$ cat src/design/ttdt_pkg.sv
// Shared types, constants and the divider-point table of the thermistor decoder.
// Used by the controller, the datapath and the top level; depends on nothing.
`timescale 1ns / 1ps

package ttdt_pkg;

  localparam int TABLE_POINTS  = 32;
  localparam int STORED_POINTS = 32;

  localparam int SAMPLE_W   = 12;
  localparam int DPS_W      = 3;
  localparam int BASE_W     = 8;
  localparam int IDX_W      = $clog2(TABLE_POINTS);
  localparam int LAST_IDX   = TABLE_POINTS - 1;
  localparam int QUO_W      = 7;                    // fraction in percent stays below 128
  localparam int NUM_W      = SAMPLE_W + QUO_W;
  localparam int STEP_MAX   = (IDX_W > QUO_W) ? IDX_W : QUO_W;
  localparam int CNT_W      = $clog2(STEP_MAX);
  localparam int PROD_W     = IDX_W + DPS_W;
  localparam int TEMP_W     = ((PROD_W > BASE_W) ? PROD_W : BASE_W) + 1;
  localparam int TEMP_MAX   = 255;
  localparam int TENS_W     = 5;
  localparam int UNITS_W    = 4;
  localparam int TENTHS_W   = 4;
  localparam int DIGIT_MAX  = 9;
  localparam int FRAC_SCALE = 100;
  localparam int ROUND_HALF = 5;
  localparam int RECIP_10   = 205;                  // 205 / 2048 ~ 1/10, exact below 1024
  localparam int RECIP_SH   = 11;
  localparam int DIG_MUL_W  = 16;

  localparam int CFG_ADDR_W = 1;
  localparam int CFG_DATA_W = 8;
  localparam int IN_TDATA_W  = 16;
  localparam int OUT_TDATA_W = 16;

  localparam logic [DPS_W-1:0]  DPS_RESET  = 3'd1;
  localparam logic [BASE_W-1:0] BASE_RESET = 8'd10;

  // Fixed digits for a sample above the table and for the last segment
  localparam logic [TENS_W-1:0]  TOP_TENS   = 5'd1;
  localparam logic [UNITS_W-1:0] TOP_UNITS  = 4'd0;
  localparam logic [TENS_W-1:0]  LAST_TENS  = 5'd4;
  localparam logic [UNITS_W-1:0] LAST_UNITS = 4'd1;

  typedef enum logic [CFG_ADDR_W-1:0] {
    CFG_DEGREES_PER_STEP = 1'b0,
    CFG_BASE_TEMPERATURE = 1'b1
  } ttdt_cfg_idx_t;

  typedef enum logic [2:0] {
    ST_IDLE,
    ST_SEARCH,
    ST_SCALE,
    ST_DIVIDE,
    ST_EMIT
  } ttdt_state_t;

  typedef struct packed {
    logic             load;    // capture a new sample
    logic             search;  // one bit of the segment search
    logic             scale;   // temperature, span and numerator
    logic             divide;  // one quotient bit
    logic             emit;    // fill the output register
    logic [CNT_W-1:0] step;    // bit position of the current search or divide step
  } ttdt_cmd_t;

  localparam logic [SAMPLE_W-1:0] DIVIDER_POINTS [STORED_POINTS] = '{
    12'd4095, 12'd4061, 12'd3994, 12'd3926, 12'd3858, 12'd3790, 12'd3721, 12'd3653,
    12'd3584, 12'd3515, 12'd3445, 12'd3376, 12'd3308, 12'd3239, 12'd3170, 12'd3102,
    12'd3035, 12'd2967, 12'd2901, 12'd2834, 12'd2769, 12'd2704, 12'd2640, 12'd2576,
    12'd2514, 12'd2452, 12'd2391, 12'd2331, 12'd2272, 12'd2214, 12'd2157, 12'd2101
  };

  // Points past the stored ones repeat the last stored value
  function automatic logic [SAMPLE_W-1:0] point_at(input logic [IDX_W-1:0] idx);
    int i;
    i = int'(idx);
    if (i > STORED_POINTS - 1) i = STORED_POINTS - 1;
    return DIVIDER_POINTS[i];
  endfunction

endpackage

$ cat src/design/thermistor_table_to_decimal_temp_top.sv
// Top level of the thermistor sample to decimal temperature decoder.
// Instantiates ttdt_ctrl and ttdt_datapath; depends on ttdt_pkg.
`timescale 1ns / 1ps

//  channel | direction | word layout (lsb first)                 | accepted when
//  in_     | slave     | adc_sample[11:0], zero pad to 16        | in_tvalid & in_tready
//  out_    | master    | tens[4:0], units[8:5], tenths[12:9]     | out_tvalid & out_tready
//  cfg_    | write     | idx 0 degrees_per_step, 1 base_temp     | cfg_we
//
// One word at a time: accept, IDX_W search steps (5 for 32 table points) against the
// constant point table, a scaling step, QUO_W (7) restoring divide steps and an emit
// step. The search is bit-serial and the divider produces one quotient bit a step.
// The output register frees the input side: a new word is taken while a result waits;
// only the emit cycle stalls on a full output register.
// Synchronous active-low reset clears state and loads degrees_per_step 1, base 10.

module thermistor_table_to_decimal_temp_top import ttdt_pkg::*; (
  input  logic                   clk,
  input  logic                   rst_n,
  // slave side
  input  logic                   in_tvalid,
  output logic                   in_tready,
  input  logic [IN_TDATA_W-1:0]  in_tdata,   // [11:0] adc_sample, rest unused
  // master side
  output logic                   out_tvalid,
  input  logic                   out_tready,
  output logic [OUT_TDATA_W-1:0] out_tdata,  // [4:0] tens, [8:5] units, [12:9] tenths, 0 pad
  // configuration writes
  input  logic                   cfg_we,
  input  logic [CFG_ADDR_W-1:0]  cfg_addr,
  input  logic [CFG_DATA_W-1:0]  cfg_wdata
);

  ttdt_cmd_t           cmd;
  logic [TENS_W-1:0]   tens;
  logic [UNITS_W-1:0]  units;
  logic [TENTHS_W-1:0] tenths;

  // sequencer: handshakes and step count
  ttdt_ctrl u_ctrl (
    .clk        (clk),
    .rst_n      (rst_n),
    .in_tvalid  (in_tvalid),
    .in_tready  (in_tready),
    .out_tvalid (out_tvalid),
    .out_tready (out_tready),
    .cmd        (cmd)
  );

  // arithmetic and the output register
  ttdt_datapath u_dp (
    .clk        (clk),
    .rst_n      (rst_n),
    .cfg_we     (cfg_we),
    .cfg_addr   (cfg_addr),
    .cfg_wdata  (cfg_wdata),
    .cmd        (cmd),
    .in_sample  (in_tdata[SAMPLE_W-1:0]),
    .out_tens   (tens),
    .out_units  (units),
    .out_tenths (tenths)
  );

  // pack fields lowest first, pad with zeros
  assign out_tdata = OUT_TDATA_W'({tenths, units, tens});

endmodule

$ cat src/design/ttdt_ctrl.sv
// Sequencer of the thermistor decoder: state, step counter and output valid flag.
// Depends on ttdt_pkg; drives the datapath through ttdt_cmd_t.
`timescale 1ns / 1ps

module ttdt_ctrl import ttdt_pkg::*; (
  input  logic      clk,
  input  logic      rst_n,
  input  logic      in_tvalid,
  output logic      in_tready,
  output logic      out_tvalid,
  input  logic      out_tready,
  output ttdt_cmd_t cmd
);

  ttdt_state_t      state_r, state_nxt;
  logic [CNT_W-1:0] cnt_r, cnt_nxt;
  logic             out_valid_r, out_valid_nxt;

  always_ff @(posedge clk) begin
    if (!rst_n) begin
      state_r     <= ST_IDLE;
      cnt_r       <= '0;
      out_valid_r <= 1'b0;
    end else begin
      state_r     <= state_nxt;
      cnt_r       <= cnt_nxt;
      out_valid_r <= out_valid_nxt;
    end
  end

  always_comb begin
    state_nxt = state_r;
    cnt_nxt   = cnt_r;
    in_tready = 1'b0;
    cmd       = '0;
    cmd.step  = cnt_r;
    unique case (state_r)
      ST_IDLE: begin
        in_tready = 1'b1;
        if (in_tvalid) begin
          cmd.load  = 1'b1;
          cnt_nxt   = CNT_W'(IDX_W - 1);
          state_nxt = ST_SEARCH;
        end
      end
      ST_SEARCH: begin
        cmd.search = 1'b1;
        if (cnt_r == '0) state_nxt = ST_SCALE;
        else cnt_nxt = cnt_r - 1'b1;
      end
      ST_SCALE: begin
        cmd.scale = 1'b1;
        cnt_nxt   = CNT_W'(QUO_W - 1);
        state_nxt = ST_DIVIDE;
      end
      ST_DIVIDE: begin
        cmd.divide = 1'b1;
        if (cnt_r == '0) state_nxt = ST_EMIT;
        else cnt_nxt = cnt_r - 1'b1;
      end
      ST_EMIT: begin
        // hold until the output register is free or being drained
        if (!out_valid_r || out_tready) begin
          cmd.emit  = 1'b1;
          state_nxt = ST_IDLE;
        end
      end
      default: state_nxt = ST_IDLE;
    endcase
  end

  always_comb begin
    if (cmd.emit) out_valid_nxt = 1'b1;
    else if (out_tready) out_valid_nxt = 1'b0;
    else out_valid_nxt = out_valid_r;
  end

  assign out_tvalid = out_valid_r;

  a_accept_starts_search: assert property (@(posedge clk) disable iff (!rst_n)
    in_tvalid && in_tready |=> state_r == ST_SEARCH && cnt_r == CNT_W'(IDX_W - 1))
    else $error("accepted word did not start the search");

  a_divide_ends_in_emit: assert property (@(posedge clk) disable iff (!rst_n)
    state_r == ST_DIVIDE && cnt_r == '0 |=> state_r == ST_EMIT)
    else $error("division did not end in emit");

  a_emit_sets_valid: assert property (@(posedge clk) disable iff (!rst_n)
    cmd.emit |=> out_valid_r && state_r == ST_IDLE)
    else $error("emit did not present a result");

endmodule

$ cat src/design/ttdt_datapath.sv
// Datapath of the thermistor decoder: config registers, segment search, scaling,
// restoring divider and digit split into the output register. Depends on ttdt_pkg.
`timescale 1ns / 1ps

module ttdt_datapath import ttdt_pkg::*; (
  input  logic                  clk,
  input  logic                  rst_n,
  input  logic                  cfg_we,
  input  logic [CFG_ADDR_W-1:0] cfg_addr,
  input  logic [CFG_DATA_W-1:0] cfg_wdata,
  input  ttdt_cmd_t             cmd,
  input  logic [SAMPLE_W-1:0]   in_sample,
  output logic [TENS_W-1:0]     out_tens,
  output logic [UNITS_W-1:0]    out_units,
  output logic [TENTHS_W-1:0]   out_tenths
);

  logic [DPS_W-1:0]    dps_r;
  logic [BASE_W-1:0]   base_r;
  logic [SAMPLE_W-1:0] sample_r;
  logic [IDX_W-1:0]    k_r;
  logic                top_r, last_r, frac_ok_r;
  logic [BASE_W-1:0]   temp_r;
  logic [SAMPLE_W-1:0] span_r;
  logic [NUM_W-1:0]    rem_r;
  logic [QUO_W-1:0]    quo_r;
  logic [TENS_W-1:0]   tens_r;
  logic [UNITS_W-1:0]  units_r;
  logic [TENTHS_W-1:0] tenths_r;

  always_ff @(posedge clk) begin
    if (!rst_n) begin
      dps_r  <= DPS_RESET;
      base_r <= BASE_RESET;
    end else if (cfg_we) begin
      unique case (ttdt_cfg_idx_t'(cfg_addr))
        CFG_DEGREES_PER_STEP: dps_r  <= cfg_wdata[DPS_W-1:0];
        CFG_BASE_TEMPERATURE: base_r <= cfg_wdata[BASE_W-1:0];
        default: ;
      endcase
    end
  end

  // search: grow the index of the last point above the sample, one bit a step
  logic [IDX_W-1:0] trial_idx;
  logic             trial_take;
  assign trial_idx  = k_r | (IDX_W'(1) << cmd.step);
  assign trial_take = (trial_idx <= IDX_W'(LAST_IDX)) && (point_at(trial_idx) > sample_r);

  // scale
  logic                is_last;
  logic [IDX_W-1:0]    seg;
  logic [SAMPLE_W-1:0] hi, lo;
  logic [TEMP_W-1:0]   temp_wide;
  logic [NUM_W-1:0]    numer;
  assign is_last   = k_r >= IDX_W'(LAST_IDX - 1);
  assign seg       = is_last ? IDX_W'(LAST_IDX) : k_r + 1'b1;
  assign hi        = point_at(seg - 1'b1);
  assign lo        = point_at(seg);
  assign temp_wide = TEMP_W'(seg) * TEMP_W'(dps_r) + TEMP_W'(base_r);
  assign numer     = NUM_W'(sample_r - lo) * NUM_W'(FRAC_SCALE);

  // divide
  logic [NUM_W-1:0] div_trial;
  assign div_trial = NUM_W'(span_r) << cmd.step;

  // digits
  logic [DIG_MUL_W-1:0] tens_prod, tenths_prod;
  logic [TENS_W-1:0]    tens_d;
  logic [UNITS_W-1:0]   units_d;
  logic [BASE_W-1:0]    rounded;
  logic [TENTHS_W-1:0]  tenths_q, tenths_d;
  assign tens_prod   = DIG_MUL_W'(temp_r) * DIG_MUL_W'(RECIP_10);
  assign tens_d      = TENS_W'(tens_prod >> RECIP_SH);
  assign units_d     = UNITS_W'(temp_r - BASE_W'(tens_d) * BASE_W'(10));
  assign rounded     = BASE_W'(quo_r) + BASE_W'(ROUND_HALF);
  assign tenths_prod = DIG_MUL_W'(rounded) * DIG_MUL_W'(RECIP_10);
  assign tenths_q    = TENTHS_W'(tenths_prod >> RECIP_SH);
  assign tenths_d    = (tenths_q > TENTHS_W'(DIGIT_MAX)) ? TENTHS_W'(DIGIT_MAX) : tenths_q;

  always_ff @(posedge clk) begin
    if (cmd.load) begin
      sample_r <= in_sample;
      k_r      <= '0;
      top_r    <= in_sample >= point_at('0);
    end
    if (cmd.search && trial_take) k_r <= trial_idx;
    if (cmd.scale) begin
      last_r    <= is_last;
      temp_r    <= (temp_wide > TEMP_W'(TEMP_MAX)) ? BASE_W'(TEMP_MAX) : temp_wide[BASE_W-1:0];
      span_r    <= hi - lo;
      frac_ok_r <= (hi > lo) && (sample_r >= lo);
      rem_r     <= numer;
      quo_r     <= '0;
    end
    if (cmd.divide && rem_r >= div_trial) begin
      rem_r <= rem_r - div_trial;
      quo_r <= quo_r | (QUO_W'(1) << cmd.step);
    end
    if (cmd.emit) begin
      priority if (top_r) begin
        tens_r   <= TOP_TENS;
        units_r  <= TOP_UNITS;
        tenths_r <= '0;
      end else if (last_r) begin
        tens_r   <= LAST_TENS;
        units_r  <= LAST_UNITS;
        tenths_r <= '0;
      end else begin
        tens_r   <= tens_d;
        units_r  <= units_d;
        tenths_r <= frac_ok_r ? tenths_d : '0;
      end
    end
  end

  assign out_tens   = tens_r;
  assign out_units  = units_r;
  assign out_tenths = tenths_r;

  a_search_in_range: assert property (@(posedge clk) disable iff (!rst_n)
    cmd.search && trial_take |-> trial_idx <= IDX_W'(LAST_IDX))
    else $error("search stepped past the last table point");

  a_digits_decimal: assert property (@(posedge clk) disable iff (!rst_n)
    cmd.emit |=> units_r <= UNITS_W'(DIGIT_MAX) && tenths_r <= TENTHS_W'(DIGIT_MAX))
    else $error("units or tenths digit above nine");

  a_tens_bounded: assert property (@(posedge clk) disable iff (!rst_n)
    cmd.emit |=> tens_r <= TENS_W'(TEMP_MAX / 10))
    else $error("tens digit beyond saturated temperature");

endmodule
$ cat config.mk
export PLATFORM = sky130hd
export DESIGN_NAME = thermistor_table_to_decimal_temp_top
export DESIGN_NICKNAME = d
export VERILOG_FILES = /design/src/design/ttdt_pkg.sv /design/src/design/thermistor_table_to_decimal_temp_top.sv /design/src/design/ttdt_ctrl.sv /design/src/design/ttdt_datapath.sv
export SDC_FILE = /design/constraint.sdc
export NUM_CORES = 1
export LEC_CHECK = 0
export BUFFER_PORTS_ARGS = -buffer_cell sky130_fd_sc_hd__buf_2
export CAP_MARGIN = 25
export CELL_PAD_IN_SITES_DETAIL_PLACEMENT = 1
export CELL_PAD_IN_SITES_GLOBAL_PLACEMENT = 1
export CORE_MARGIN = 5
export CORE_UTILIZATION = 54
export DETAILED_ROUTE_END_ITERATION = 8
export PLACE_DENSITY_LB_ADDON = 0.1
export SYNTH_ARGS = -nofsm -noshare
export SYNTH_HDL_FRONTEND = slang
export SYNTH_SLANG_ARGS = --single-unit
$ cat constraint.sdc
create_clock -name clk -period 15.1 [get_ports clk]
set_input_delay 3.02 -clock clk [delete_from_list [all_inputs] [get_ports clk]]
set_output_delay 3.02 -clock clk [all_outputs]
set_load 0.005 [all_outputs]
Yosys cells after proc, flatten, opt, wreduce, memory -nomap -nowiden
Memories as Yosys holds them, arrays and structs flattened.
Cells that the tools add are included.

word-level totals
  register bits after elaboration = 97
  ROM bits = 1152
  memories = 3
  bits in writable memories = 0
  latch bits = 0

memory list
  name             depth  width  read ports  clocked after memory_dff  wr ports  RTL line        source
  (no name shown)  32     12     1           0                         0         ttdt_pkg.sv:80  return DIVIDER_POINTS[i];
  (no name shown)  32     12     1           0                         0         ttdt_pkg.sv:80
  (no name shown)  32     12     1           0                         0         ttdt_pkg.sv:80

operators by class
  bitwise gates (word level) = 7
  multipliers = 5
  reduce and logical (&&, ||, !) cells = 20
  shifts and indexed selects = 3
  equal/unequal tests = 9
  muxes and demuxes = 34
  divide/modulo/power cells = 0
  order comparisons = 12
  add/sub/neg operators = 9

operator list
  kind                                                                 number
  greater-or-equal comparator 32 x 6 -> 1 bit (second input constant)  3
  inverter 5 -> 32 bit                                                 3
  two-way mux 12 bit                                                   6
  two-way mux 19 bit                                                   2
  greater-than comparator 12 bit                                       2
  two-way mux 3 bit                                                    7
  greater-or-equal comparator 19 bit                                   1
  multiplier 19 x 5 -> 17 bit (second input constant)                  1
  left shift 12 x 3 -> 19 bit                                          1
  subtractor 19 bit                                                    1
  multiplier 8 x 8 -> 16 bit (second input constant)                   1
  multiplier 8 x 8 -> 15 bit (second input constant)                   1
  two-way mux 5 bit                                                    3
  one-hot mux 3 bit (5 select lines)                                   1
  two-way mux 7 bit                                                    2
  subtractor 12 x 12 -> 13 bit                                         1
  greater-or-equal comparator 12 bit                                   1
  greater-or-equal comparator 12 bit (second input constant)           1
  subtractor 12 bit                                                    1
  two-way mux 1 bit                                                    11
  adder 8 x 8 -> 9 bit                                                 1
  greater-than comparator 9 x 8 -> 1 bit (second input constant)       1
  one-hot mux 3 bit (3 select lines)                                   1
  adder 7 x 3 -> 8 bit (second input constant)                         1
  other kinds (32)                                                     45

Logic depth before layout (Yosys ltp)
Gate-level depths: netlist of the first run.

  depth in word-level cells = 10
  gate-level depth with buffers = 33
  depth with buffers taken out = 32

Hierarchy
From an unflattened synthesis of the first run, not the netlist that was laid out.

unflattened totals
  cells, all modules = 1411
  area total of the unflattened synthesis = 12534.5 um2

modules (own cells, without submodules)
  module                                seq. area each (um2)  cells an instance  area an instance (um2)  instances
  ttdt_datapath                         2592.5                1358               12070.3                 1
  ttdt_ctrl                             140.1                 49                 437.9                   1
  thermistor_table_to_decimal_temp_top  0.0                   4                  26.3                    1

Least setup slack after synthesis of the first run
OpenSTA, ideal clock, no wires.

  path type = register -> register
  start point = register u_dp.k_r[0]
  end point = register u_dp.rem_r[18] (data pin)
  stages on the path, launching flop included = 30
  period minus slack after synthesis = 6857 ps
  slack = 8243 ps
  data arrival time = 6709 ps
  cells stage by stage = edfxtp_1 -> inv_1 -> ha_1 -> o211a_1 -> nand2_2 -> nand2_1 -> inv_1 -> ha_1 -> o21ai_0 -> a21oi_1 -> mux2_2 -> ha_1 -> nor2b_1 -> o21ai_0 -> a21boi_0 -> o211ai_1 -> nand2_1 -> a21oi_1 -> xnor2_1 -> ha_1 -> ha_1 -> inv_1 -> fa_1 -> inv_1 -> ha_1 -> or4_1 -> o21a_1 -> o41ai_2 -> xnor3_1 -> mux2i_1

on the way
  longest elaborated chain between the ends = 10
  elaborated cells on any way between the ends = 11

RTL lines
  what                                                                       RTL line                                  source
  start: declaration                                                         ttdt_datapath.sv:21                       logic [IDX_W-1:0] k_r;
  start signal: assignment                                                   ttdt_datapath.sv:87                       if (cmd.search && trial_take) k_r <= trial_idx;
  adder 5 x 1 -> 5 bit or greater-or-equal comparator 5 bit (tied branches)  ttdt_datapath.sv:57, ttdt_datapath.sv:56
  two-way mux 5 bit (*)                                                      ttdt_datapath.sv:57                       assign seg = is_last ? IDX_W'(LAST_IDX) : k_r + 1'b1;
  inverter 5 -> 32 bit (not written as such) (*)                             ttdt_pkg.sv:80
  memory (32 x 12 bit) (*)                                                   --
  two-way mux 12 bit (not written as such) (*) (2 in series)                 ttdt_pkg.sv:80
  subtractor 12 x 12 -> 13 bit (*)                                           ttdt_datapath.sv:61                       assign numer = NUM_W'(sample_r - lo) * NUM_W'(FRAC_SCALE);
  multiplier 19 x 5 -> 17 bit (*)                                            ttdt_datapath.sv:61
  two-way mux 19 bit (*)                                                     ttdt_datapath.sv:88                       if (cmd.scale) begin
  two-way mux 19 bit (*)                                                     ttdt_datapath.sv:96                       if (cmd.divide && rem_r >= div_trial) begin
  end signal: assignment                                                     ttdt_datapath.sv:93                       rem_r <= numer;
  end signal: assignment                                                     ttdt_datapath.sv:97                       rem_r <= rem_r - div_trial;
  end: declaration                                                           ttdt_datapath.sv:25                       logic [NUM_W-1:0] rem_r;

Mark *: on every way between the ends. The rest lies on a longest branch, timed or not. The select of a mux whose other input is x is not followed.
A chain may end at the register's enable or synchronous reset.

Worst setup path in the final report of the first run
Same ends and word-level chain as after synthesis.

==> impl_results.md, run 1 <==
* Max-slew violation count at 0
* Yosys warns at 0
* Final hold vios at 0
* Setup_tns at 0 ns
* Post-CTS Hold Buffers at 0
* Drt pass-1 iters at 5
* Routed Antenna Nets at 0
* Max Clock Skew at roughly 0.01 ns
* Non-Filler Instances at 1670
* Ranking of synthesized cells by area: ha_1, edfxtp_1, fa_1, inv_1, a21oi_1
* Layout cells sized above 1 at 0.0765
* Syn Inst Count at ~1400
* Worst Path Max Fanout at 13
* Floorplan die width at 161 um
* Total CTS buffers at 9
* CTS max path bufs at 2
* First-pass GRT wire length at approximately 53000 um
* CTS tree: done
* DPL Wire Length at 26300 um
* Number of synthesized flops with an enable pin at 79
* Max Clk Rate at 117 MHz
* Final-report setup violation count at 0
* Skew-Pair Late Insertion Delay at roughly 0.36 ns
* Root Buffer Master: clkbuf_16
* Synth top area share at 0.216
* Ant. Diodes at 0
* Avg Cell Area, Syn at around 8.9 um^2
* Reg clk slew, reported paths at 0.08 ns
* Final period utilization at 0.567
* Worst slew margin at 0.279
* Post-CTS Setup Bufs at 0
* Synth cell types at 86
* Drc violations at 0
* Global-route met2 utilization at 0.458
* Die ar. at 25800 um^2
* Via density at between 5 and 6
* Flops & latches, synth at 97
* Most Crowded Layer GR: met2
* Hold/Removal Path Class: reg2reg
* Worst Path Required at 15.31 ns
* Crit path time final at between 8 and 9 ns
* Total number of vias at 9829
* FP Rows at 55
* Ys async rst share at 0
* Commonest non-fill, non-tap cells in the layout: ha_1, inv_1, nand2_1
* Synth area leader: ha_1
* Die height at 161 um
* Worst Tran Pin Value at 1.06 ns
* Area occupied by multi-input gates at 8650 um^2
* Largest net degree at the start of global routing at 31
* Status: complete, no violations
* Number of buffers added on ports at 40
* Wire length per cell at 19.2 um
* Slowest CP cell: edfxtp_1
* RSZ-0062 raised after global routing: no
* CP endpoint kind: flop
* Worst path max stage delay at 0.59 ns
* Nets at 1668
* Initial DRC Count at 510
* Cts repair resizes at 0
* Max Cap Viol at 0
* Critical path class: reg2reg
* Area of the core at 22500 um^2
* Filler cells at 2690
* Worst path arrival time at 8.78 ns
* Grt ovf at 0
* Met1 Use GR at 0.316
* Met3 Use GR at 0.0264
* Initial antenna violation count at 0
* Sequential area share after synthesis at 0.223
* Placed cells at 1654
* Commonest non-fill, non-tap cell in the layout: ha_1
* Initial core utilization at 0.545
* Cell Area, Synth at about 12000 um^2
* Clock sinks at 97
* Area Growth Syn to Fin at 5.63%
* H-tree level count at 3
* Most frequently used flop master after synthesis: edfxtp_1
* Total GRT Usage at 0.250
* # IOs at 48
* GP Congestion at 0.880
* Reg area at 2730 um^2
* Crit-path most repeated cell: ha_1
* Vias in the first global route at 10400
* Post-Route WL at approximately 32000 um
* Critical Path Source Type: flop
[critical path, delay by kind of cell (launching register included)]
kind                       cells  cell delay [ns]
adders and majority gates      7             2.21
xor gates and xnor gates       2             0.64
AOI/OAI and AO/OA              9             2.43
muxes                          2             0.50
DFF                            1             0.59
buffers and inverters          4             0.78
and+or+nand+nor                5             1.25
[metal layers]
metal | part of all wire | up-vias
met3 | 0.026 | 43
met5 | 0 | -
met1 | 0.44 | 4834
li1 | - | 4817
met2 | 0.52 | 135
met4 | 0.019 | 0
[final cells by class]
cell class / count / share of cell area
multi-input cells: 1049 / 0.667
flip-flops and latches: 97 / 0.211
inverters: 180 / 0.0521
well taps: 285 / 0.0275
repair buffers: 43 / 0.0187
clock buffers: 9 / 0.0174
clock inverters: 7 / 0.00589
[sequential cells by signal (all words and copies together) (netlist names)]
register           cells
u_ctrl.cnt_r           3
u_ctrl.out_tvalid      1
u_ctrl.state_r         3
u_dp.base_r            8
u_dp.dps_r             3
u_dp.frac_ok_r         1
u_dp.k_r               5
u_dp.last_r            1
u_dp.out_tens          5
u_dp.out_tenths        4
u_dp.out_units         4
u_dp.quo_r             7
u_dp.rem_r            19
u_dp.sample_r         12
u_dp.span_r           12
u_dp.temp_r            8
u_dp.top_r             1
[cell usage after synthesis, drive strengths merged, types with 3 or more instances]
cell     instances
xor2            36
o41ai            3
xnor2           47
fa              46
nor2b           23
nand2           99
a221oi           3
buf             21
nor4             5
nand3b           3
nand4           15
nand2b          16
nor2            94
a21o            20
or3              7
nor3            28
and2            14
o21ai           67
a31o             3
or2              7
nand3           26
ha             212
edfxtp          79
a31oi            8
o22ai            6
dfxtp           18
o211ai          10
a21boi          13
a21oi           86
o311a            3
o31ai           10
a2111oi          3
and3             8
clkbuf          26
o211a            3
mux2i           37
a211oi          14
o21a            16
a311oi           6
o21bai           8
inv            179
mux2            15
[cell families after synthesis]
| family | count (synthesis) | share of synthesized area |
|---|---|---|
| compound gates | 296 | 0.158 |
| xor+xnor | 85 | 0.0663 |
| fa+ha+maj | 258 | 0.291 |
| buf+inv | 227 | 0.0728 |
| flops | 97 | 0.223 |
| mux | 54 | 0.0493 |
| other cells | 1 | 0.000306 |
| simple gates | 353 | 0.140 |
[per-stage QoR]
stage | utilization | cell area [um^2] | worst slack, ns | hold slack, ns
after floorplan | - | 12300 | 8.24 | 0.443
after global placement | 0.561 | 12600 | 6.88 | 0.457
after detailed placement | 0.562 | 12700 | 6.76 | 0.472
after CTS | 0.576 | 13000 | 6.61 | 0.484
after global routing | 0.576 | 13000 | 6.07 | 0.511
final | 0.576 | 13000 | 6.54 | 0.478
[path summary, 6_finish.rpt]
| kind | startpoint | cells past startpoint | end | slack [ns] |
|---|---|---|---|---|
| worst max-delay path | u_dp.k_r[0]$_SDFFCE_PN0P_ | 29 | u_dp.rem_r[18]$_DFFE_PP_ | 6.54 |
| worst min-delay path | u_dp.base_r[2]$_SDFFE_PN0P_ | 2 | u_dp.base_r[2]$_SDFFE_PN0P_ | 0.48 |
| worst max register to register | u_dp.k_r[0]$_SDFFCE_PN0P_ | 29 | u_dp.rem_r[18]$_DFFE_PP_ | 6.54 |
| worst min register to register | u_dp.base_r[2]$_SDFFE_PN0P_ | 2 | u_dp.base_r[2]$_SDFFE_PN0P_ | 0.48 |
Power of run 1 is left out: the tool's default activity adds up to more than one toggle a clock period on the data nets, which glitch-free logic cannot reach.
==> run 2: changes to the inputs <==
--- a/config.mk
+++ b/config.mk
@@ -10,7 +10,7 @@
 export CELL_PAD_IN_SITES_DETAIL_PLACEMENT = 1
 export CELL_PAD_IN_SITES_GLOBAL_PLACEMENT = 1
 export CORE_MARGIN = 5
-export CORE_UTILIZATION = 54
+export CORE_UTILIZATION = 45
 export DETAILED_ROUTE_END_ITERATION = 8
 export PLACE_DENSITY_LB_ADDON = 0.1
 export SYNTH_ARGS = -nofsm -noshare
==> constraint.sdc (replaced) <==
create_clock -name clk -period 7.25 [get_ports clk]
set_input_delay 1.45 -clock clk [delete_from_list [all_inputs] [get_ports clk]]
set_output_delay 1.45 -clock clk [all_outputs]
set_load 0.005 [all_outputs]
==> run 2 against run 1 <==
Effect of this change:
- clock-buffer cell count unchanged
- critical path depth unchanged
- register-to-register slack worse by 6.2 ns
- first-iteration DRC count up 1.8%
- setup slack worse by 6.2 ns
- via count down 0.75%
- wire length down 3.0%
- global-route usage down 4.7 points
- maximum frequency up 24%
- die area up 19%
- critical path type unchanged
- largest cell class unchanged
==> impl_results.md, run 2 (same netlist as run 1, synthesis figures left out) <==
* Status: complete, no violations
* Top delay family on crit path: adder cells
* Worst path arrival time at 7.00 ns
* Post-Route WL at 31000 um
* Commonest non-fill, non-tap cells in the layout: ha_1, inv_1, nand2_1
* Max Cap Viol at 0
* Grt ovf at 0
* Total GRT Usage at 0.203
* Max-slew violation count at 0
* Initial core utilization at 0.456
* CP endpoint kind: flop
* Max Clock Skew at between 0.01 and 0.015 ns
* Post-CTS Hold Buffers at 0
* Hold/Removal Path Class: reg2reg
* Initial antenna violation count at 1
* Die ar. at 30700 um^2
* Area Growth Syn to Fin at 8.07%
* Drt pass-1 iters at 5
* Worst slew margin at 0.355
* H-tree level count at 3
* CTS tree: done
* Crit path time final at 6.90 ns
* Filler cells at between 3000 and 4000
* Skew-Pair Late Insertion Delay at 0.36 ns
* Crit-path most repeated cell: ha_1
* Routed Antenna Nets at 0
* Largest net degree at the start of global routing at 31
* RSZ-0062 raised after global routing: no
* Layout cells sized above 1 at 0.0982
* GP Congestion at 0.863
* Area of the core at approximately 27000 um^2
* DPL Wire Length at 25700 um
* Critical Path Source Type: flop
* Worst Tran Pin Value at 0.964 ns
* Number of buffers added on ports at 40
* Area after DPL at 12900 um^2
* Buf/Inv on CP at 5
* Max Clk Rate at roughly 140 MHz
* Floorplan die width at 175 um
* Via density at 5.58
* # IOs at 48
* Critical path class: reg2reg
* Commonest non-fill, non-tap cell in the layout: ha_1
* Max reg flops at 19
* Final period utilization at 0.952
* Worst path max stage delay at 0.50 ns
* Total number of vias at 9755
* Vias in the first global route at 9933
* Slowest CP cell: fa_1
* Root Buffer Master: clkbuf_16
* Clock sinks at 97
* Nets at 1689
* Final hold vios at 0
* CTS max path bufs at 2
* Drc violations at 0
* R2R Setup Slk at approximately 0.35 ns
* Final-report setup violation count at 0
* Final hold slack at 0.483 ns
* Worst Path Max Fanout at 9
* Total CTS buffers at 9
* Die height at 175 um
* Initial DRC Count at 519
* Biggest regs: u_dp.rem_r: 19 flops, u_dp.sample_r: 12 flops, u_dp.span_r: 12 flops
* Fin area at 13300 um^2
* Worst Path Required at 7.35 ns
* Reg with most FFs: u_dp.rem_r
* Wire length per cell at ~18 um
* FP Rows at 60
* First-pass GRT wire length at 51100 um
* Reg clk slew, reported paths at 0.08 ns
==> run 2: final cells by class <==
type | instances | area, um^2 | area share
clock inverter | 7 | 81.3 | 0.00613
sequential | 97 | 2730 | 0.206
timing repair buffer | 64 | 413 | 0.0311
multi-input combinational | 1049 | 8700 | 0.656
tap | 341 | 427 | 0.0322
antenna | 1 | 2.50 | 0.000189
clock buffer | 9 | 225 | 0.0170
inverter | 180 | 678 | 0.0512
==> run 2: repair_timing <==
item | 4_1_cts | 5_1_grt
endpoints found under the setup margin | 1 | 4
setup buffers | 0 | 2
resized for setup | 1 | 15
pin swaps | 0 | 5
hold endpoints to repair | 0 | 0
==> run 2: path summary, 6_finish.rpt <==
kind                                               endpoint                        start  cells past startpoint
worst max-delay path               u_dp.rem_r[17]$_DFFE_PP_    u_dp.k_r[0]$_SDFFCE_PN0P_                     29
worst min-delay path            u_dp.base_r[2]$_SDFFE_PN0P_  u_dp.base_r[2]$_SDFFE_PN0P_                      2
worst max register to register     u_dp.rem_r[17]$_DFFE_PP_    u_dp.k_r[0]$_SDFFCE_PN0P_                     29
worst min register to register  u_dp.base_r[2]$_SDFFE_PN0P_  u_dp.base_r[2]$_SDFFE_PN0P_                      2
==> run 2: routing by layer <==
layer | track usage | share of wire
met1 | 0.271 | 0.46
met2 | 0.360 | 0.50
met3 | 0.0212 | 0.023
met4 | 0.0367 | 0.012
met5 | 0 | 0
==> run 2: per-stage QoR <==
stage / setup WS (ns) / instances / utilization / setup TNS (ns)
3_5_place_dp: -0.0926 / 1729 / 0.479 / -0.0926
4_1_cts: 0.00797 / 1745 / 0.491 / 0
5_1_grt: 0.000139 / 1748 / 0.493 / 0
6_report: 0.351 / 1748 / 0.493 / 0
3_3_place_gp: -0.0286 / 1728 / 0.478 / -0.0286
2_1_floorplan: 0.393 / 1373 / - / 0
==> run 2: worst min-delay path, stage by stage (launching register included) <==
cell	delay [ns]
dfxtp_1	0.32
nand2_1	0.05
a21boi_0	0.06
Power of run 2 is left out for the same reason.
==> run 3: changes to the inputs <==
--- a/config.mk
+++ b/config.mk
@@ -9,6 +9,7 @@
 export CAP_MARGIN = 25
 export CELL_PAD_IN_SITES_DETAIL_PLACEMENT = 1
 export CELL_PAD_IN_SITES_GLOBAL_PLACEMENT = 1
+export CORE_ASPECT_RATIO = 1.25
 export CORE_MARGIN = 5
 export CORE_UTILIZATION = 45
 export DETAILED_ROUTE_END_ITERATION = 8
==> run 3 against run 2 <==
Effect of this change:
- sequential share of layout area fell by 0.089 points
- setup slack improved by 0.058 ns
- via count is 0.55% higher
- non-clock buffer count rose by 12
- final area grew 0.43%
- first-iteration DRC count decreased by 32%
- sequential cell count stayed put
- register-to-register slack better by 0.06 ns
- die area is essentially flat
- hold slack worse by 0.0046 ns
- critical endpoint is now u_dp.rem_r[18]$_DFFE_PP_
==> impl_results.md, run 3 (same netlist as run 1, synthesis figures left out) <==
* Post-Route WL at 31200 um
* Setup_tns at 0 ns
* Commonest non-fill, non-tap cell in the layout: ha_1
* Crit-path most repeated cell: ha_1
* Area Growth Syn to Fin at 8.54%
* Initial core utilization at 0.457
* Worst Path Required at 7.45 ns
* Total CTS buffers at 9
* Routed Antenna Nets at 0
* Drt pass-1 iters at 5
* Max Clk Rate at 146 MHz
* Final-report setup violation count at 0
* Status: complete, no violations
* Slowest CP cell: or4_1
* DR WL met3 at 641 um
* R2R Setup Slk at 0.41 ns
* Max-slew violation count at 0
* First-pass GRT wire length at a little over 50000 um
* DR WL met2 at approximately 17000 um
* Die height at 195 um
* Reg with most FFs: u_dp.rem_r
* Max Cap Viol at 0
* Floorplan die width at 158 um
* Wire length per cell at roughly 18 um
* Final hold vios at 0
* Max reg flops at 19
* Total number of vias at roughly 10000
* Worst Path Max Fanout at 10
* Biggest regs: u_dp.rem_r: 19 flops, u_dp.sample_r: 12 flops, u_dp.span_r: 12 flops
* Die ar. at 30700 um^2
* Worst Tran Pin Value at roughly 0.94 ns
* Total GRT Usage at 0.207
* Layout cells sized above 1 at 0.105
* Worst path max stage delay at 0.55 ns
* Skew-Pair Late Insertion Delay at roughly 0.36 ns
* Number of buffers added on ports at 40
* Hold depth at 2
* Uppermost routed layer: met4
* Via density at 5.56
* Ant. Diodes at 0
* CTS max path bufs at 2
* CP endpoint kind: flop
* Worst R2R Path Depth at 29
* RSZ-0062 raised after global routing: no
* Critical path class: reg2reg
* Nets at 1701
* Hold/Removal Path Class: reg2reg
* Initial DRC Count at 352
* Worst path arrival time at 7.04 ns
* Initial antenna violation count at 0
* Vias in the first global route at approximately 10000
* CTS tree: done
* Min-delay src: u_dp.base_r[7]$_SDFFE_PN0P_
* Worst slew margin at 0.373
* Final period utilization at 0.944
* RR Startpoint: u_dp.k_r[1]$_SDFFCE_PN0P_
* Max Clock Skew at about 0.012 ns
* Reg clk slew, reported paths at 0.08 ns
* Hold EP: u_dp.base_r[7]$_SDFFE_PN0P_
* Root Buffer Master: clkbuf_16
* GP Congestion at between 0.8 and 0.9
* Drc violations at 0
* Post-CTS Hold Buffers at 0
* Crit path time final at 6.84 ns
* Reg2reg end: u_dp.rem_r[18]$_DFFE_PP_
* Clock sinks at 97
* FP Rows at 67
* Critical Path Source Type: flop
* H-tree level count at 3
* Grt ovf at 0
* Met1 wire length at 13000 um
* Largest net degree at the start of global routing at 31
* Commonest non-fill, non-tap cells in the layout: ha_1, inv_1, nand2_1
* Area of the core at 26800 um^2
* # IOs at 48
* DPL Wire Length at 26300 um
[run 3: changes by cell type in the layout (fill, tap and decap cells not counted), sizes merged]
cell,before,now
clkinv,4,3
diode,1,0
bufinv,0,1
buf,64,76
[run 3: worst max path at each step]
stage,endpoint,slack (ns),start
2_1_floorplan,u_dp.rem_r[18]$_DFFE_PP_,0.39,u_dp.k_r[0]$_SDFFCE_PN0P_
3_3_place_gp,u_dp.rem_r[18]$_DFFE_PP_,0.27,u_dp.k_r[1]$_SDFFCE_PN0P_
3_5_place_dp,u_dp.rem_r[18]$_DFFE_PP_,0.1,u_dp.k_r[1]$_SDFFCE_PN0P_
4_1_cts,u_dp.rem_r[18]$_DFFE_PP_,0.06,u_dp.k_r[1]$_SDFFCE_PN0P_
5_1_grt,u_dp.rem_r[18]$_DFFE_PP_,0.04,u_dp.k_r[0]$_SDFFCE_PN0P_
6_report,u_dp.rem_r[18]$_DFFE_PP_,0.41,u_dp.k_r[1]$_SDFFCE_PN0P_
[run 3: metrics by stage]
stage | hold WS [ns] | instance area [um^2] | utilization | setup WS (ns) | std cells
6_report | 0.479 | 13300 | 0.496 | 0.409 | 1763
3_5_place_dp | 0.475 | 12900 | 0.482 | 0.0991 | 1743
4_1_cts | 0.485 | 13200 | 0.493 | 0.0610 | 1759
3_3_place_gp | 0.455 | 12900 | 0.482 | 0.274 | 1742
2_1_floorplan | 0.443 | 12300 | - | 0.393 | 1373
5_1_grt | 0.514 | 13300 | 0.496 | 0.0430 | 1763
[run 3: per-layer routing]
metal / track usage / up-vias
li1: - / 4868
met1: 0.246 / 4818
met2: 0.396 / 97
met3: 0.0229 / 26
met4: 0.0411 / 0
met5: 0 / -
[run 3: worst max-delay path, delay by kind of cell, from the launching register on]
family | cells | cell delay [ns]
xor+xnor | 2 | 0.53
buf+inv | 4 | 0.35
flops | 1 | 0.42
mux | 1 | 0.17
fa+ha+maj | 8 | 2.48
simple gates | 6 | 1.17
compound gates | 8 | 1.55
[run 3: what timing repair did]
action / CTS / global route
gates resized for setup: 0 / 18
buffers inserted: 0 / 4
endpoints found under the setup margin: 0 / 3
[run 3: area by class of cell]
| type | instances | area, um^2 |
|---|---|---|
| Fill cell | 3157 | 13500 |
| Multi-Input combinational cell | 1049 | 8690 |
| Sequential cell | 97 | 2730 |
| Inverter | 180 | 678 |
| Timing Repair Buffer | 76 | 478 |
| Tap cell | 345 | 432 |
| Clock buffer | 9 | 225 |
| Clock inverter | 7 | 75.1 |
Power of run 3 is left out for the same reason.
